**src/sv/carrier_run_coalescer_macros.svh**
```systemverilog
// Assertion macros shared by the coalescer modules.
// The clocked forms disable themselves while reset is asserted.
`ifndef CARRIER_RUN_COALESCER_MACROS_SVH
`define CARRIER_RUN_COALESCER_MACROS_SVH

`ifndef SYNTHESIS

`define CRC_ASSERT(lbl, clk_s, rst_s, prop) \
    lbl: assert property (@(posedge clk_s) disable iff (!rst_s) prop) \
        else $error("%m: assertion failed");

`define CRC_NEVER(lbl, clk_s, rst_s, cond) \
    lbl: assert property (@(posedge clk_s) disable iff (!rst_s) !(cond)) \
        else $error("%m: forbidden condition seen");

`else

`define CRC_ASSERT(lbl, clk_s, rst_s, prop)

`define CRC_NEVER(lbl, clk_s, rst_s, cond)

`endif

`endif

```
**src/sv/crc_pkg.sv**
```systemverilog
package crc_pkg;

    // Operation codes of an input word.
    localparam logic [1:0] OP_RUN  = 2'd0;
    localparam logic [1:0] OP_DATA = 2'd1;
    localparam logic [1:0] OP_END  = 2'd2;

    // Carrier kinds.
    localparam logic [1:0] KIND_BLANK = 2'd0;
    localparam logic [1:0] KIND_MARK  = 2'd1;
    localparam logic [1:0] KIND_SPACE = 2'd2;

    // Configuration register indexes.
    localparam int CFG_IDX_W = 3;
    localparam logic [CFG_IDX_W-1:0] CFG_NOISE_LIMIT     = 3'd0;
    localparam logic [CFG_IDX_W-1:0] CFG_MIN_RUN_LENGTH  = 3'd1;
    localparam logic [CFG_IDX_W-1:0] CFG_BLANK_CODE      = 3'd2;
    localparam logic [CFG_IDX_W-1:0] CFG_MARK_CODE       = 3'd3;
    localparam logic [CFG_IDX_W-1:0] CFG_SPACE_CODE      = 3'd4;
    localparam logic [CFG_IDX_W-1:0] CFG_DATA_CODE       = 3'd5;
    localparam logic [CFG_IDX_W-1:0] CFG_END_CODE        = 3'd6;

    localparam logic [31:0] NOISE_LIMIT_RST     = 32'd96;
    localparam logic [31:0] MIN_RUN_LENGTH_RST  = 32'd24;

    // Record body sizes.
    localparam logic [15:0] CARRIER_SIZE   = 16'h0008;
    localparam logic [15:0] DATA_SIZE_BASE = 16'd12;
    localparam logic [15:0] END_SIZE       = 16'h0000;

    localparam int QUEUE_DEPTH = 4;

    typedef struct packed {
        logic [31:0] noise_limit;
        logic [31:0] min_run_length;
        logic [15:0] blank_code;
        logic [15:0] mark_code;
        logic [15:0] space_code;
        logic [15:0] data_code;
        logic [15:0] end_code;
    } cfg_t;

    // One queue entry: an optional committed carrier run followed by an
    // optional data or end record.
    typedef struct packed {
        logic        c_valid;
        logic [1:0]  c_kind;
        logic [31:0] c_start;
        logic [31:0] c_length;
        logic        s_valid;
        logic        s_is_end;
        logic [31:0] s_start;
        logic [31:0] s_length;
        logic [15:0] s_bytes;
        logic [15:0] s_type;
    } cmd_t;

    typedef struct packed {
        logic [15:0] tag_code;
        logic [15:0] rec_size;
        logic [31:0] out_start;
        logic [31:0] out_length;
        logic [15:0] out_bytes;
        logic [15:0] out_type;
        logic        last;
    } rec_t;

    function automatic logic [15:0] kind_code(input cfg_t cfg, input logic [1:0] kind);
        logic [15:0] code;
        unique case (kind)
            KIND_MARK:  code = cfg.mark_code;
            KIND_SPACE: code = cfg.space_code;
            default:    code = cfg.blank_code;
        endcase
        return code;
    endfunction

endpackage

```
**src/sv/crc_in_if.sv**
```systemverilog
interface crc_in_if;
    logic        valid;
    logic        ready;
    logic [1:0]  op;
    logic [1:0]  carrier_kind;
    logic [31:0] seg_start;
    logic [31:0] seg_length;
    logic [15:0] block_bytes;
    logic [15:0] type_word;

    modport source (output valid, op, carrier_kind, seg_start, seg_length,
                    block_bytes, type_word, input ready);
    modport sink (input valid, op, carrier_kind, seg_start, seg_length,
                  block_bytes, type_word, output ready);
endinterface

```
**src/sv/crc_out_if.sv**
```systemverilog
interface crc_out_if;
    logic        valid;
    logic        ready;
    logic [15:0] tag_code;
    logic [15:0] rec_size;
    logic [31:0] out_start;
    logic [31:0] out_length;
    logic [15:0] out_bytes;
    logic [15:0] out_type;
    logic        last;

    modport source (output valid, tag_code, rec_size, out_start, out_length,
                    out_bytes, out_type, last, input ready);
    modport sink (input valid, tag_code, rec_size, out_start, out_length,
                  out_bytes, out_type, last, output ready);
endinterface

```
**src/sv/crc_front.sv**
```systemverilog
`include "carrier_run_coalescer_macros.svh"

module crc_front import crc_pkg::*;
(
    input  logic     clk,
    input  logic     rst_n,
    input  cfg_t     cfg,
    crc_in_if.sink   in_ch,
    input  logic     q_full,
    output logic     push,
    output cmd_t     push_cmd
);

    logic [1:0]  pending_kind_reg,   pending_kind_next;
    logic [31:0] pending_start_reg,  pending_start_next;
    logic [31:0] pending_length_reg, pending_length_next;
    logic        end_done_reg,       end_done_next;

    logic        accept;
    logic [32:0] sum_wide;
    logic [31:0] sum_sat;
    logic        pend_active;
    logic        commit_emits;

    assign in_ch.ready = !q_full;
    assign accept      = in_ch.valid && in_ch.ready;

    assign sum_wide     = {1'b0, pending_length_reg} + {1'b0, in_ch.seg_length};
    assign sum_sat      = sum_wide[32] ? '1 : sum_wide[31:0];
    assign pend_active  = (pending_length_reg != '0);
    assign commit_emits = pend_active && (pending_length_reg >= cfg.min_run_length);

    always_comb
    begin
        pending_kind_next   = pending_kind_reg;
        pending_start_next  = pending_start_reg;
        pending_length_next = pending_length_reg;
        end_done_next       = end_done_reg;

        push_cmd          = '0;
        push_cmd.c_kind   = pending_kind_reg;
        push_cmd.c_start  = pending_start_reg;
        push_cmd.c_length = pending_length_reg;
        push_cmd.s_start  = in_ch.seg_start;
        push_cmd.s_length = in_ch.seg_length;
        push_cmd.s_bytes  = in_ch.block_bytes;
        push_cmd.s_type   = in_ch.type_word;

        case (in_ch.op)
            OP_RUN:
            begin
                if (in_ch.seg_length != '0 && in_ch.carrier_kind <= KIND_SPACE)
                begin
                    if (pend_active && pending_kind_reg == in_ch.carrier_kind)
                    begin
                        pending_length_next = sum_sat;
                    end
                    else if (pend_active && pending_kind_reg == KIND_BLANK
                             && pending_length_reg < cfg.noise_limit
                             && in_ch.carrier_kind != KIND_BLANK)
                    begin
                        // A short leading blank is swallowed by the new run.
                        pending_kind_next   = in_ch.carrier_kind;
                        pending_length_next = sum_sat;
                    end
                    else if (pend_active && in_ch.carrier_kind == KIND_BLANK
                             && in_ch.seg_length < cfg.noise_limit
                             && pending_kind_reg != KIND_BLANK)
                    begin
                        pending_length_next = sum_sat;
                    end
                    else
                    begin
                        push_cmd.c_valid    = commit_emits;
                        pending_kind_next   = in_ch.carrier_kind;
                        pending_start_next  = in_ch.seg_start;
                        pending_length_next = in_ch.seg_length;
                    end
                end
            end
            OP_DATA:
            begin
                if (in_ch.block_bytes != '0)
                begin
                    push_cmd.c_valid    = commit_emits;
                    push_cmd.s_valid    = 1'b1;
                    pending_kind_next   = KIND_BLANK;
                    pending_length_next = '0;
                end
            end
            OP_END:
            begin
                if (!end_done_reg)
                begin
                    push_cmd.c_valid    = commit_emits;
                    push_cmd.s_valid    = 1'b1;
                    push_cmd.s_is_end   = 1'b1;
                    pending_kind_next   = KIND_BLANK;
                    pending_length_next = '0;
                    end_done_next       = 1'b1;
                end
            end
            default:
            begin
            end
        endcase
    end

    assign push = accept && (push_cmd.c_valid || push_cmd.s_valid);

    always_ff @(posedge clk or negedge rst_n)
    begin
        if (!rst_n)
        begin
            pending_kind_reg   <= KIND_BLANK;
            pending_start_reg  <= '0;
            pending_length_reg <= '0;
            end_done_reg       <= 1'b0;
        end
        else if (accept)
        begin
            pending_kind_reg   <= pending_kind_next;
            pending_start_reg  <= pending_start_next;
            pending_length_reg <= pending_length_next;
            end_done_reg       <= end_done_next;
        end
    end

    // An empty pending run always carries the blank kind.
    `CRC_ASSERT(a_idle_kind_blank, clk, rst_n,
        (pending_length_reg == '0) |-> (pending_kind_reg == KIND_BLANK))
    // The end record is sent once; the flag never clears outside reset.
    `CRC_NEVER(a_end_done_sticky, clk, rst_n, $fell(end_done_reg))

endmodule

```
**src/sv/crc_queue.sv**
```systemverilog
`include "carrier_run_coalescer_macros.svh"

module crc_queue import crc_pkg::*;
(
    input  logic clk,
    input  logic rst_n,
    input  logic push,
    input  cmd_t push_cmd,
    output logic full,
    input  logic pop,
    output logic empty,
    output cmd_t head
);

    localparam int PTR_W = (QUEUE_DEPTH > 1) ? $clog2(QUEUE_DEPTH) : 1;
    localparam int CNT_W = $clog2(QUEUE_DEPTH + 1);

    cmd_t             entry_reg [QUEUE_DEPTH];
    logic [PTR_W-1:0] wr_ptr_reg, wr_ptr_next;
    logic [PTR_W-1:0] rd_ptr_reg, rd_ptr_next;
    logic [CNT_W-1:0] count_reg,  count_next;

    assign full  = (count_reg == CNT_W'(QUEUE_DEPTH));
    assign empty = (count_reg == '0);
    assign head  = entry_reg[rd_ptr_reg];

    always_comb
    begin
        wr_ptr_next = wr_ptr_reg;
        rd_ptr_next = rd_ptr_reg;
        count_next  = count_reg;
        if (push)
        begin
            wr_ptr_next = (wr_ptr_reg == PTR_W'(QUEUE_DEPTH - 1)) ? '0 : wr_ptr_reg + 1'b1;
        end
        if (pop)
        begin
            rd_ptr_next = (rd_ptr_reg == PTR_W'(QUEUE_DEPTH - 1)) ? '0 : rd_ptr_reg + 1'b1;
        end
        if (push && !pop)
        begin
            count_next = count_reg + 1'b1;
        end
        else if (pop && !push)
        begin
            count_next = count_reg - 1'b1;
        end
    end

    always_ff @(posedge clk)
    begin
        if (push)
        begin
            entry_reg[wr_ptr_reg] <= push_cmd;
        end
    end

    always_ff @(posedge clk or negedge rst_n)
    begin
        if (!rst_n)
        begin
            wr_ptr_reg <= '0;
            rd_ptr_reg <= '0;
            count_reg  <= '0;
        end
        else
        begin
            wr_ptr_reg <= wr_ptr_next;
            rd_ptr_reg <= rd_ptr_next;
            count_reg  <= count_next;
        end
    end

    `CRC_NEVER(a_no_overflow, clk, rst_n, push && full && !pop)
    `CRC_NEVER(a_no_underflow, clk, rst_n, pop && empty)

endmodule

```
**src/sv/crc_back.sv**
```systemverilog
`include "carrier_run_coalescer_macros.svh"

module crc_back import crc_pkg::*;
(
    input  logic     clk,
    input  logic     rst_n,
    input  cfg_t     cfg,
    input  logic     q_empty,
    input  cmd_t     q_head,
    output logic     pop,
    crc_out_if.source out_ch
);

    logic out_valid_reg, out_valid_next;
    logic phase_reg,     phase_next;
    rec_t rec_reg;
    rec_t rec;
    logic sel_commit;
    logic final_rec;
    logic load;

    // Phase is set once the carrier record of a two-record entry is loaded.
    assign sel_commit = q_head.c_valid && !phase_reg;
    assign final_rec  = sel_commit ? !q_head.s_valid : 1'b1;
    assign load       = !q_empty && (!out_valid_reg || out_ch.ready);
    assign pop        = load && final_rec;

    always_comb
    begin
        rec = '0;
        if (sel_commit)
        begin
            rec.tag_code   = kind_code(cfg, q_head.c_kind);
            rec.rec_size   = CARRIER_SIZE;
            rec.out_start  = q_head.c_start;
            rec.out_length = q_head.c_length;
        end
        else if (q_head.s_is_end)
        begin
            rec.tag_code = cfg.end_code;
            rec.rec_size = END_SIZE;
        end
        else
        begin
            rec.tag_code   = cfg.data_code;
            rec.rec_size   = DATA_SIZE_BASE + q_head.s_bytes;
            rec.out_start  = q_head.s_start;
            rec.out_length = q_head.s_length;
            rec.out_bytes  = q_head.s_bytes;
            rec.out_type   = q_head.s_type;
        end
        rec.last = final_rec;

        out_valid_next = out_valid_reg;
        phase_next     = phase_reg;
        if (load)
        begin
            out_valid_next = 1'b1;
            phase_next     = !final_rec;
        end
        else if (out_ch.ready)
        begin
            out_valid_next = 1'b0;
        end
    end

    always_ff @(posedge clk or negedge rst_n)
    begin
        if (!rst_n)
        begin
            out_valid_reg <= 1'b0;
            phase_reg     <= 1'b0;
        end
        else
        begin
            out_valid_reg <= out_valid_next;
            phase_reg     <= phase_next;
        end
    end

    always_ff @(posedge clk)
    begin
        if (load)
        begin
            rec_reg <= rec;
        end
    end

    assign out_ch.valid      = out_valid_reg;
    assign out_ch.tag_code   = rec_reg.tag_code;
    assign out_ch.rec_size   = rec_reg.rec_size;
    assign out_ch.out_start  = rec_reg.out_start;
    assign out_ch.out_length = rec_reg.out_length;
    assign out_ch.out_bytes  = rec_reg.out_bytes;
    assign out_ch.out_type   = rec_reg.out_type;
    assign out_ch.last       = rec_reg.last;

    // Mid-entry, the head must still be the two-record entry in progress.
    `CRC_ASSERT(a_phase_head, clk, rst_n,
        phase_reg |-> (!q_empty && q_head.c_valid && q_head.s_valid))

endmodule

```
**src/sv/carrier_run_coalescer.sv**
```systemverilog
// Carrier run coalescer.
// Input channel in_ch takes segment words: carrier runs, data blocks and the
// end-of-stream marker. Output channel out_ch delivers tag record headers;
// the last flag is set on the final record that one input word produces.
// Both channels move a word at a clock edge where valid and ready are high.
// Registers are written through cfg_we, cfg_index and cfg_data, one per
// cycle. The user must write them only while the block is idle; the block
// itself does not enforce this. The front stage merges runs and queues a
// command of up to two records into a four-entry queue. The back stage
// turns each command into one or two output words, one per cycle while
// out_ch is ready, through an output register. The command for a word is
// registered in a queue entry and its records in the output register
// before they reach out_ch. That output register, at one record per cycle,
// sets the sustained rate: two-record words go out more slowly.
// If the receiver stalls, the output word holds, the queue fills, and in_ch
// drops ready only once all four queue entries are occupied.
// Reset clears the pending run, the end flag, the queue and the output, and
// restores the register defaults (noise threshold 96, minimum run 24).
module carrier_run_coalescer import crc_pkg::*;
(
    input  logic                 clk,
    input  logic                 rst_n,
    crc_in_if.sink               in_ch,
    crc_out_if.source            out_ch,
    input  logic                 cfg_we,
    input  logic [CFG_IDX_W-1:0] cfg_index,
    input  logic [31:0]          cfg_data
);

    cfg_t cfg_reg;
    logic q_full;
    logic q_empty;
    logic push;
    logic pop;
    cmd_t push_cmd;
    cmd_t q_head;

    // Register bank. Indexes past the last register are ignored.
    always_ff @(posedge clk or negedge rst_n)
    begin
        if (!rst_n)
        begin
            cfg_reg.noise_limit    <= NOISE_LIMIT_RST;
            cfg_reg.min_run_length <= MIN_RUN_LENGTH_RST;
            cfg_reg.blank_code     <= '0;
            cfg_reg.mark_code      <= '0;
            cfg_reg.space_code     <= '0;
            cfg_reg.data_code      <= '0;
            cfg_reg.end_code       <= '0;
        end
        else if (cfg_we)
        begin
            case (cfg_index)
                CFG_NOISE_LIMIT:     cfg_reg.noise_limit     <= cfg_data;
                CFG_MIN_RUN_LENGTH:  cfg_reg.min_run_length  <= cfg_data;
                CFG_BLANK_CODE:      cfg_reg.blank_code      <= cfg_data[15:0];
                CFG_MARK_CODE:       cfg_reg.mark_code       <= cfg_data[15:0];
                CFG_SPACE_CODE:      cfg_reg.space_code      <= cfg_data[15:0];
                CFG_DATA_CODE:       cfg_reg.data_code       <= cfg_data[15:0];
                CFG_END_CODE:        cfg_reg.end_code        <= cfg_data[15:0];
                default:
                begin
                end
            endcase
        end
    end

    // Front: run merging and command building.
    crc_front u_front
    (
        .clk      (clk),
        .rst_n    (rst_n),
        .cfg      (cfg_reg),
        .in_ch    (in_ch),
        .q_full   (q_full),
        .push     (push),
        .push_cmd (push_cmd)
    );

    // Command queue decoupling the two halves.
    crc_queue u_queue
    (
        .clk      (clk),
        .rst_n    (rst_n),
        .push     (push),
        .push_cmd (push_cmd),
        .full     (q_full),
        .pop      (pop),
        .empty    (q_empty),
        .head     (q_head)
    );

    // Back: record formatting and output register.
    crc_back u_back
    (
        .clk     (clk),
        .rst_n   (rst_n),
        .cfg     (cfg_reg),
        .q_empty (q_empty),
        .q_head  (q_head),
        .pop     (pop),
        .out_ch  (out_ch)
    );

endmodule
```
**src/flat_wrapper.sv**
```systemverilog
// flat-port wrapper written by rule: the top's interface ports become plain ports
module carrier_run_coalescer_flat import crc_pkg::*;
  (clk, rst_n, cfg_we, cfg_index, cfg_data, in_ch_valid, in_ch_op, in_ch_carrier_kind, in_ch_seg_start, in_ch_seg_length, in_ch_block_bytes, in_ch_type_word, in_ch_ready, out_ch_valid, out_ch_tag_code, out_ch_rec_size, out_ch_out_start, out_ch_out_length, out_ch_out_bytes, out_ch_out_type, out_ch_last, out_ch_ready);
  crc_in_if in_ch_i ();
  crc_out_if out_ch_i ();
  input  logic clk;
  input  logic rst_n;
  input  logic cfg_we;
  input  logic [CFG_IDX_W-1:0] cfg_index;
  input  logic [31:0] cfg_data;
  input wire logic [$bits(in_ch_i.valid)-1:0] in_ch_valid;
  input wire logic [$bits(in_ch_i.op)-1:0] in_ch_op;
  input wire logic [$bits(in_ch_i.carrier_kind)-1:0] in_ch_carrier_kind;
  input wire logic [$bits(in_ch_i.seg_start)-1:0] in_ch_seg_start;
  input wire logic [$bits(in_ch_i.seg_length)-1:0] in_ch_seg_length;
  input wire logic [$bits(in_ch_i.block_bytes)-1:0] in_ch_block_bytes;
  input wire logic [$bits(in_ch_i.type_word)-1:0] in_ch_type_word;
  output wire logic [$bits(in_ch_i.ready)-1:0] in_ch_ready;
  output wire logic [$bits(out_ch_i.valid)-1:0] out_ch_valid;
  output wire logic [$bits(out_ch_i.tag_code)-1:0] out_ch_tag_code;
  output wire logic [$bits(out_ch_i.rec_size)-1:0] out_ch_rec_size;
  output wire logic [$bits(out_ch_i.out_start)-1:0] out_ch_out_start;
  output wire logic [$bits(out_ch_i.out_length)-1:0] out_ch_out_length;
  output wire logic [$bits(out_ch_i.out_bytes)-1:0] out_ch_out_bytes;
  output wire logic [$bits(out_ch_i.out_type)-1:0] out_ch_out_type;
  output wire logic [$bits(out_ch_i.last)-1:0] out_ch_last;
  input wire logic [$bits(out_ch_i.ready)-1:0] out_ch_ready;
  assign in_ch_i.valid = in_ch_valid;
  assign in_ch_i.op = in_ch_op;
  assign in_ch_i.carrier_kind = in_ch_carrier_kind;
  assign in_ch_i.seg_start = in_ch_seg_start;
  assign in_ch_i.seg_length = in_ch_seg_length;
  assign in_ch_i.block_bytes = in_ch_block_bytes;
  assign in_ch_i.type_word = in_ch_type_word;
  assign in_ch_ready = in_ch_i.ready;
  assign out_ch_valid = out_ch_i.valid;
  assign out_ch_tag_code = out_ch_i.tag_code;
  assign out_ch_rec_size = out_ch_i.rec_size;
  assign out_ch_out_start = out_ch_i.out_start;
  assign out_ch_out_length = out_ch_i.out_length;
  assign out_ch_out_bytes = out_ch_i.out_bytes;
  assign out_ch_out_type = out_ch_i.out_type;
  assign out_ch_last = out_ch_i.last;
  assign out_ch_i.ready = out_ch_ready;
  carrier_run_coalescer u_core (.clk(clk), .rst_n(rst_n), .in_ch(in_ch_i), .out_ch(out_ch_i), .cfg_we(cfg_we), .cfg_index(cfg_index), .cfg_data(cfg_data));
endmodule
```
**config.mk**
```make
export PLATFORM = sky130hd
export DESIGN_NAME = carrier_run_coalescer_flat
export DESIGN_NICKNAME = d
export VERILOG_FILES = /design/src/sv/crc_pkg.sv /design/src/sv/crc_in_if.sv /design/src/sv/crc_out_if.sv /design/src/sv/crc_front.sv /design/src/sv/crc_queue.sv /design/src/sv/crc_back.sv /design/src/sv/carrier_run_coalescer.sv /design/src/flat_wrapper.sv
export VERILOG_INCLUDE_DIRS = /design/src /design/src/sv
export SDC_FILE = /design/constraint.sdc
export NUM_CORES = 1
export LEC_CHECK = 0
export ABC_AREA = 1
export BUFFER_PORTS_ARGS = -buffer_cell sky130_fd_sc_hd__buf_2
export CORE_MARGIN = 5
export CORE_UTILIZATION = 55
export CTS_BUF_LIST = sky130_fd_sc_hd__clkbuf_4 sky130_fd_sc_hd__clkbuf_8 sky130_fd_sc_hd__clkbuf_16
export CTS_CLUSTER_DIAMETER = 30
export CTS_CLUSTER_SIZE = 14
export DETAILED_ROUTE_END_ITERATION = 8
export PLACE_DENSITY = 0.83
export SLEW_MARGIN = 20
export SYNTH_ARGS = -nofsm -noshare
export SYNTH_HDL_FRONTEND = slang
export SYNTH_HIERARCHICAL = 1
export SYNTH_SLANG_ARGS = --single-unit
```
**constraint.sdc**
```tcl
create_clock -name clk -period 9 [get_ports clk]
set_clock_uncertainty 0.05 [all_clocks]
set_input_delay 0.45 -clock clk [delete_from_list [all_inputs] [get_ports clk]]
set_output_delay 0.45 -clock clk [all_outputs]
set_load 0.03 [all_outputs]
```
After elaboration in Yosys (flattened, before gate mapping)
Memory sizes are Yosys's and may differ from the RTL's.
Index checks and enable logic that the tools add are counted.

storage, ports and cells
  register bits after elaboration = 349
  latch bits = 0
  memory bits (writable) = 660
  bits in read-only memories = 0
  bits of input ports = 140
  output and inout port bits = 131
  logic and storage cells = 147
  memories = 1

memory list
  memory                    depth  width  read ports  clocked after Yosys merged registers in  write ports  line             RTL
  u_core.u_queue.entry_reg  4      165    1           0                                        1            crc_queue.sv:18  cmd_t entry_reg [QUEUE_DEPTH];

cells by class
  $add $sub $neg = 6
  multipliers = 0
  divide/modulo/power cells = 0
  $lt $le $gt $ge = 4
  equality and inequality tests = 19
  shift operators = 0
  muxes and demuxes = 39
  bitwise logic cells = 3
  reductions and logical operators = 51

operators by type and width
  kind                     count
  $mux W32                 8
  $mux W96                 2
  $pmux W32 S3             1
  $lt A32 B32 Y1           2
  $reduce_bool A32 Y1      2
  $add A32 B32 Y33         1
  $ge A32 B32 Y1           1
  $pmux W16 S2             1
  $mux W2                  9
  $add A4 B16 Y16 const A  1
  $logic_and A1 B1 Y1      16
  $reduce_and A2 Y1        8
  $reduce_bool A16 Y1      1
  $mux W1                  13
  $eq A3 B3 Y1 const B     4
  $eq A2 B2 Y1 const B     4
  $logic_not A1 Y1         8
  $ne A2 B2 Y1 const B     4
  $reduce_bool A2 Y1       4
  $reduce_and A7 Y1        1
  $eq A3 B2 Y1 const B     2
  $logic_not A2 Y1         3
  $logic_not A3 Y1         2
  $mux W3                  2
  17 further kinds         22

Logic depth before layout (Yosys ltp)
  depth in word-level cells = 15
  gate-level depth with buffers = 25
  depth with buffers taken out = 24

Hierarchy
Netlist, hierarchy kept.

by module, submodules not included
  module                 instances  cells an instance  area an instance (sq um)  seq. area each (sq um)
  crc_queue              1          1977               26878.3                   19994.2
  crc_front              1          1300               8814.7                    1676.6
  crc_back               1          516                5919.4                    3863.7
  carrier_run_coalescer  1          634                5592.9                    3608.5

Least setup slack after synthesis
Ideal clock, no wire load.

  path kind = flip-flop to flip-flop
  from = register u_core.u_back.out_valid_reg, in the netlist u_core/u_back/out_ch.valid
  to = register u_core.u_queue.count_reg[1]
  library setup time = 0.117 ns
  arrival time = 8.270 ns
  data required time = 8.833 ns
  setup slack = 0.564 ns
  stages on the path, launching flop included = 9
  path buffers = 0
  clock period less this slack = 8.436 ns
  cells stage by stage = dfrtp_1 a21oi_1 and2_1 inv_1 ha_1 inv_1 fa_1 nand2_1 nand2_1

between the ends
  cells in the longest elaborated chain, start to end = 7
  elaborated cells between the ends (all ways) = 9
  those cells by class = mux (1); reduce/logical (8)

ends and longest elaborated chain
  what                              line                         RTL
  start, declared                   crc_back.sv:14               logic out_valid_reg, out_valid_next;
  start signal, assigned            crc_back.sv:76               out_valid_reg <= out_valid_next;
  $logic_not A1 Y1                  crc_back.sv:25               assign load = !q_empty && (!out_valid_reg || out_ch.ready);
  $logic_or A1 B1 Y1                crc_back.sv:25
  $logic_and A1 B1 Y1               crc_back.sv:25
  net u_core.u_back.load            crc_back.sv:20               logic load;
  $logic_and A1 B1 Y1               crc_back.sv:26               assign pop = load && final_rec;
  net u_core.pop                    carrier_run_coalescer.sv:34  logic pop;
  $logic_not A1 Y1                  crc_queue.sv:40              if (push && !pop)
  $logic_and A1 B1 Y1               crc_queue.sv:40
  $mux W3                           crc_queue.sv:40
  net u_core.u_queue.count_next[1]  crc_queue.sv:21              logic [CNT_W-1:0] count_reg, count_next;
  end signal, assigned              crc_queue.sv:70              count_reg <= count_next;
  end, declared                     crc_queue.sv:21

The timed path passes the listed nets, and every way through them passes these cells.
A chain may end at the register's enable or synchronous reset.

==> results.py <==
metrics = {
    "placement": {
        "pre_cts_ws_ps": 3799,
        "io_buffers": 270,
        "gp_congestion": 0.9303,
        "dp_cells": 5576,
        "dp.final_hpwl_mm": 72.19,
    },
    "power": {
        "power.density_nw_per_um2": 361.8,
        "totalPowerFinal_mw": 20.21,
        "ir_worst_vdd_mv": 0.3025,
        "leakage_nw": 24.62,
    },
    "worst_setup_path": {
        "start_kind": "register",
        "crit_path_end_kind": "register",
        "critPathRequiredTime_ps": 9550,
        "crit_arrival_ps": 5820,
        "critPathKind": "register to register",
        "cp_max_fo": 57,
    },
    "clocking": {
        "h-tree-depth": 4,
        "insertion_delay_ps": 760,
        "max-clock-path-buffers": 3,
        "root_buffer": "clkbuf_16",
        "cts_tree": "yes",
        "clkTransAtPathRegs_ps": 50,
        "cts.sinks": 1007,
        "ctsResizeCount": 0,
        "cts_buffers": 175,
        "postCtsSetupBuffers": 0,
    },
    "final_layout": {
        "instances_no_fill": 6047,
        "area_growth_pct": 18.34,
        "layout.nets": 5022,
        "drive_above_1_share": 0.1594,
        "largest_register_ffs": 660,
    },
    "logic_synthesis": {
        "syn_nets": 4708,
        "synth_cell_types": 48,
        "synthMostInstantiatedCell": "nand2_1",
        "yosysWarnings": 6,
        "synthFlopType": "edfxtp_1",
        "synth_area_per_cell_um2": 10.66,
        "synth_area_leaders": "edfxtp_1, dfrtp_1, nand2_1",
        "synth_area_um2": 47210,
        "yosys.area.top_type": "edfxtp_1",
        "synth_edf_count": 787,
        "synth-async-reset-ratio": 0.2185,
        "synth_seq_cells": 1007,
        "synth_top_cell_area_share": 0.5006,
        "postSynthCellCount": 4427,
        "synth-seq-area-share": 0.6174,
        "synth_common_cells": "nand2_1, edfxtp_1, inv_1",
    },
    "run": {
        "maxCapViolCount": 0,
    },
    "timing": {
        "timing.final.ws_setup_ps": 3733,
        "maxSlewViolCount": 0,
        "worst_pin_slew_ps": 1128,
        "setup_violations": 0,
        "rsz0062_at_grt": "no",
        "period_minus_slack_ps": 5267,
        "hold_slack_ps": 94.27,
        "slew_headroom": 0.2479,
        "hold_violations": 0,
        "clock.fmax_ghz": 0.1899,
        "setup_tns_ps": 0,
        "fin_crit_sh": 0.5852,
    },
    "floorplanning": {
        "rows": 107,
        "num_io_pins": 271,
        "core-area_um2": 85150,
        "die_area_um2": 91790,
        "die_w_um": 303.0,
        "fp.dieH_um": 303.0,
        "initial_utilization": 0.5544,
    },
    "grt": {
        "grt_pass1_vias": 33850,
        "grt_remaining_overflow": 0,
        "grt_first_pass_wirelength_mm": 185.1,
        "track_usage": 0.2591,
        "grt_max_degree": 251,
        "antenna_found_initial": 10,
    },
    "drt": {
        "dr.first_iter.drc_count": 3223,
        "drc_errors": 0,
        "postRouteWirelength_mm": 119.3,
        "wl_per_cell_um": 19.73,
        "via_per_inst": 5.548,
        "vias": 33550,
        "ant_nets": 0,
        "firstDrtPassIters": 6,
    },
    "min_path": {
        "hold_class": "primary input to register",
    },
    "status": {
        "outcome": "finished clean",
    },
}
[worst max-delay path: stages (launching register included)]
cell and delay [ps]:
dfrtp_4 960, inv_6 380, o211ai_1 230, nand2_1 650
inv_4 560, nand2_2 580, inv_2 860, buf_4 600
a22o_1 230
[power by group]
part | internal [mW] | total, mW | leakage (nW) | switching [mW]
combinational | 2.00 | 6.58 | 11.6 | 4.58
clock | 4.38 | 6.77 | 3.00 | 2.39
sequential | 6.21 | 6.86 | 10.0 | 0.641
[area by class of cell]
class | instances | area [µm²]
Sequential cell | 1007 | 29150
Clock buffer | 211 | 4723
Multi-Input combinational cell | 2527 | 13860
Timing Repair Buffer | 431 | 2929
Clock inverter | 119 | 1469
Antenna cell | 9 | 22.52
Tap cell | 1144 | 1431
Fill cell | 6042 | 29280
Inverter | 599 | 2285
[kinds of logic (layout without fill, tap and decap cells)]
logic type / after synthesis / count (layout) / synth area share
simple gates: 1725 / 1725 / 0.1486
flops: 1007 / 1007 / 0.6174
buf+inv: 893 / 1360 / 0.08993
compound gates: 639 / 639 / 0.1023
fa+ha+maj: 141 / 141 / 0.03769
xor+xnor: 22 / 22 / 0.004082
other cells: 0 / 9 / 0
[layout by cell type (no fill, tap or decap), types with 26 or more instances in the layout]
| cell type | instances |
|---|---|
| nor2_1 | 162 |
| nand4_1 | 32 |
| inv_1 | 586 |
| dfrtp_1 | 215 |
| nand3_1 | 191 |
| buf_4 | 26 |
| a21oi_1 | 126 |
| clkbuf_4 | 26 |
| o21ai_2 | 33 |
| buf_2 | 269 |
| o211ai_1 | 274 |
| nand2_1 | 1263 |
| dlygate4sd3_1 | 132 |
| o211ai_2 | 60 |
| ha_1 | 138 |
| edfxtp_1 | 787 |
| a22o_1 | 64 |
| clkbuf_16 | 176 |
| o21ai_0 | 35 |
| nand2_2 | 32 |
[final timing paths]
kind | start | end | slack (ps) | cells after the start
max reg2reg | u_core/u_queue/rd_ptr_reg[1] | u_core/u_back/out_ch.out_start[25] | 3730 | 8
min | cfg_we | u_core/cfg_reg[61] | 90 | 5
min in group asynchronous | rst_n | u_core/cfg_reg[76] | 270 | 2
max in group asynchronous | rst_n | u_core/cfg_reg[86] | 6430 | 4
min reg2reg | u_core/cfg_reg[118] | u_core/cfg_reg[118] | 410 | 2
max | u_core/u_queue/rd_ptr_reg[1] | u_core/u_back/out_ch.out_start[25] | 3730 | 8
[stage by stage]
step | utilization | area [µm²]
floorplan | - | 47210
global placement | 0.5674 | 48320
detailed placement | 0.5675 | 48320
CTS | 0.6557 | 55830
global route | 0.6558 | 55840
finish | 0.6561 | 55860
[layer usage]
metal | global-route usage | vias to the layer above | wire (µm)
met5 | 0 | - | 25
met4 | 0.1223 | 4 | 5275
met3 | 0.04866 | 314 | 9484
met2 | 0.4441 | 1551 | 59050
met1 | 0.3197 | 16080 | 45460
li1 | - | 15600 | -
[timing repair]
item | CTS | global route
endpoints found under the setup margin | 0 | 0
hold buffers | 132 | 0
hold endpoints to repair | 639 | 0
Note: power is estimated with default switching activity, not from simulation.
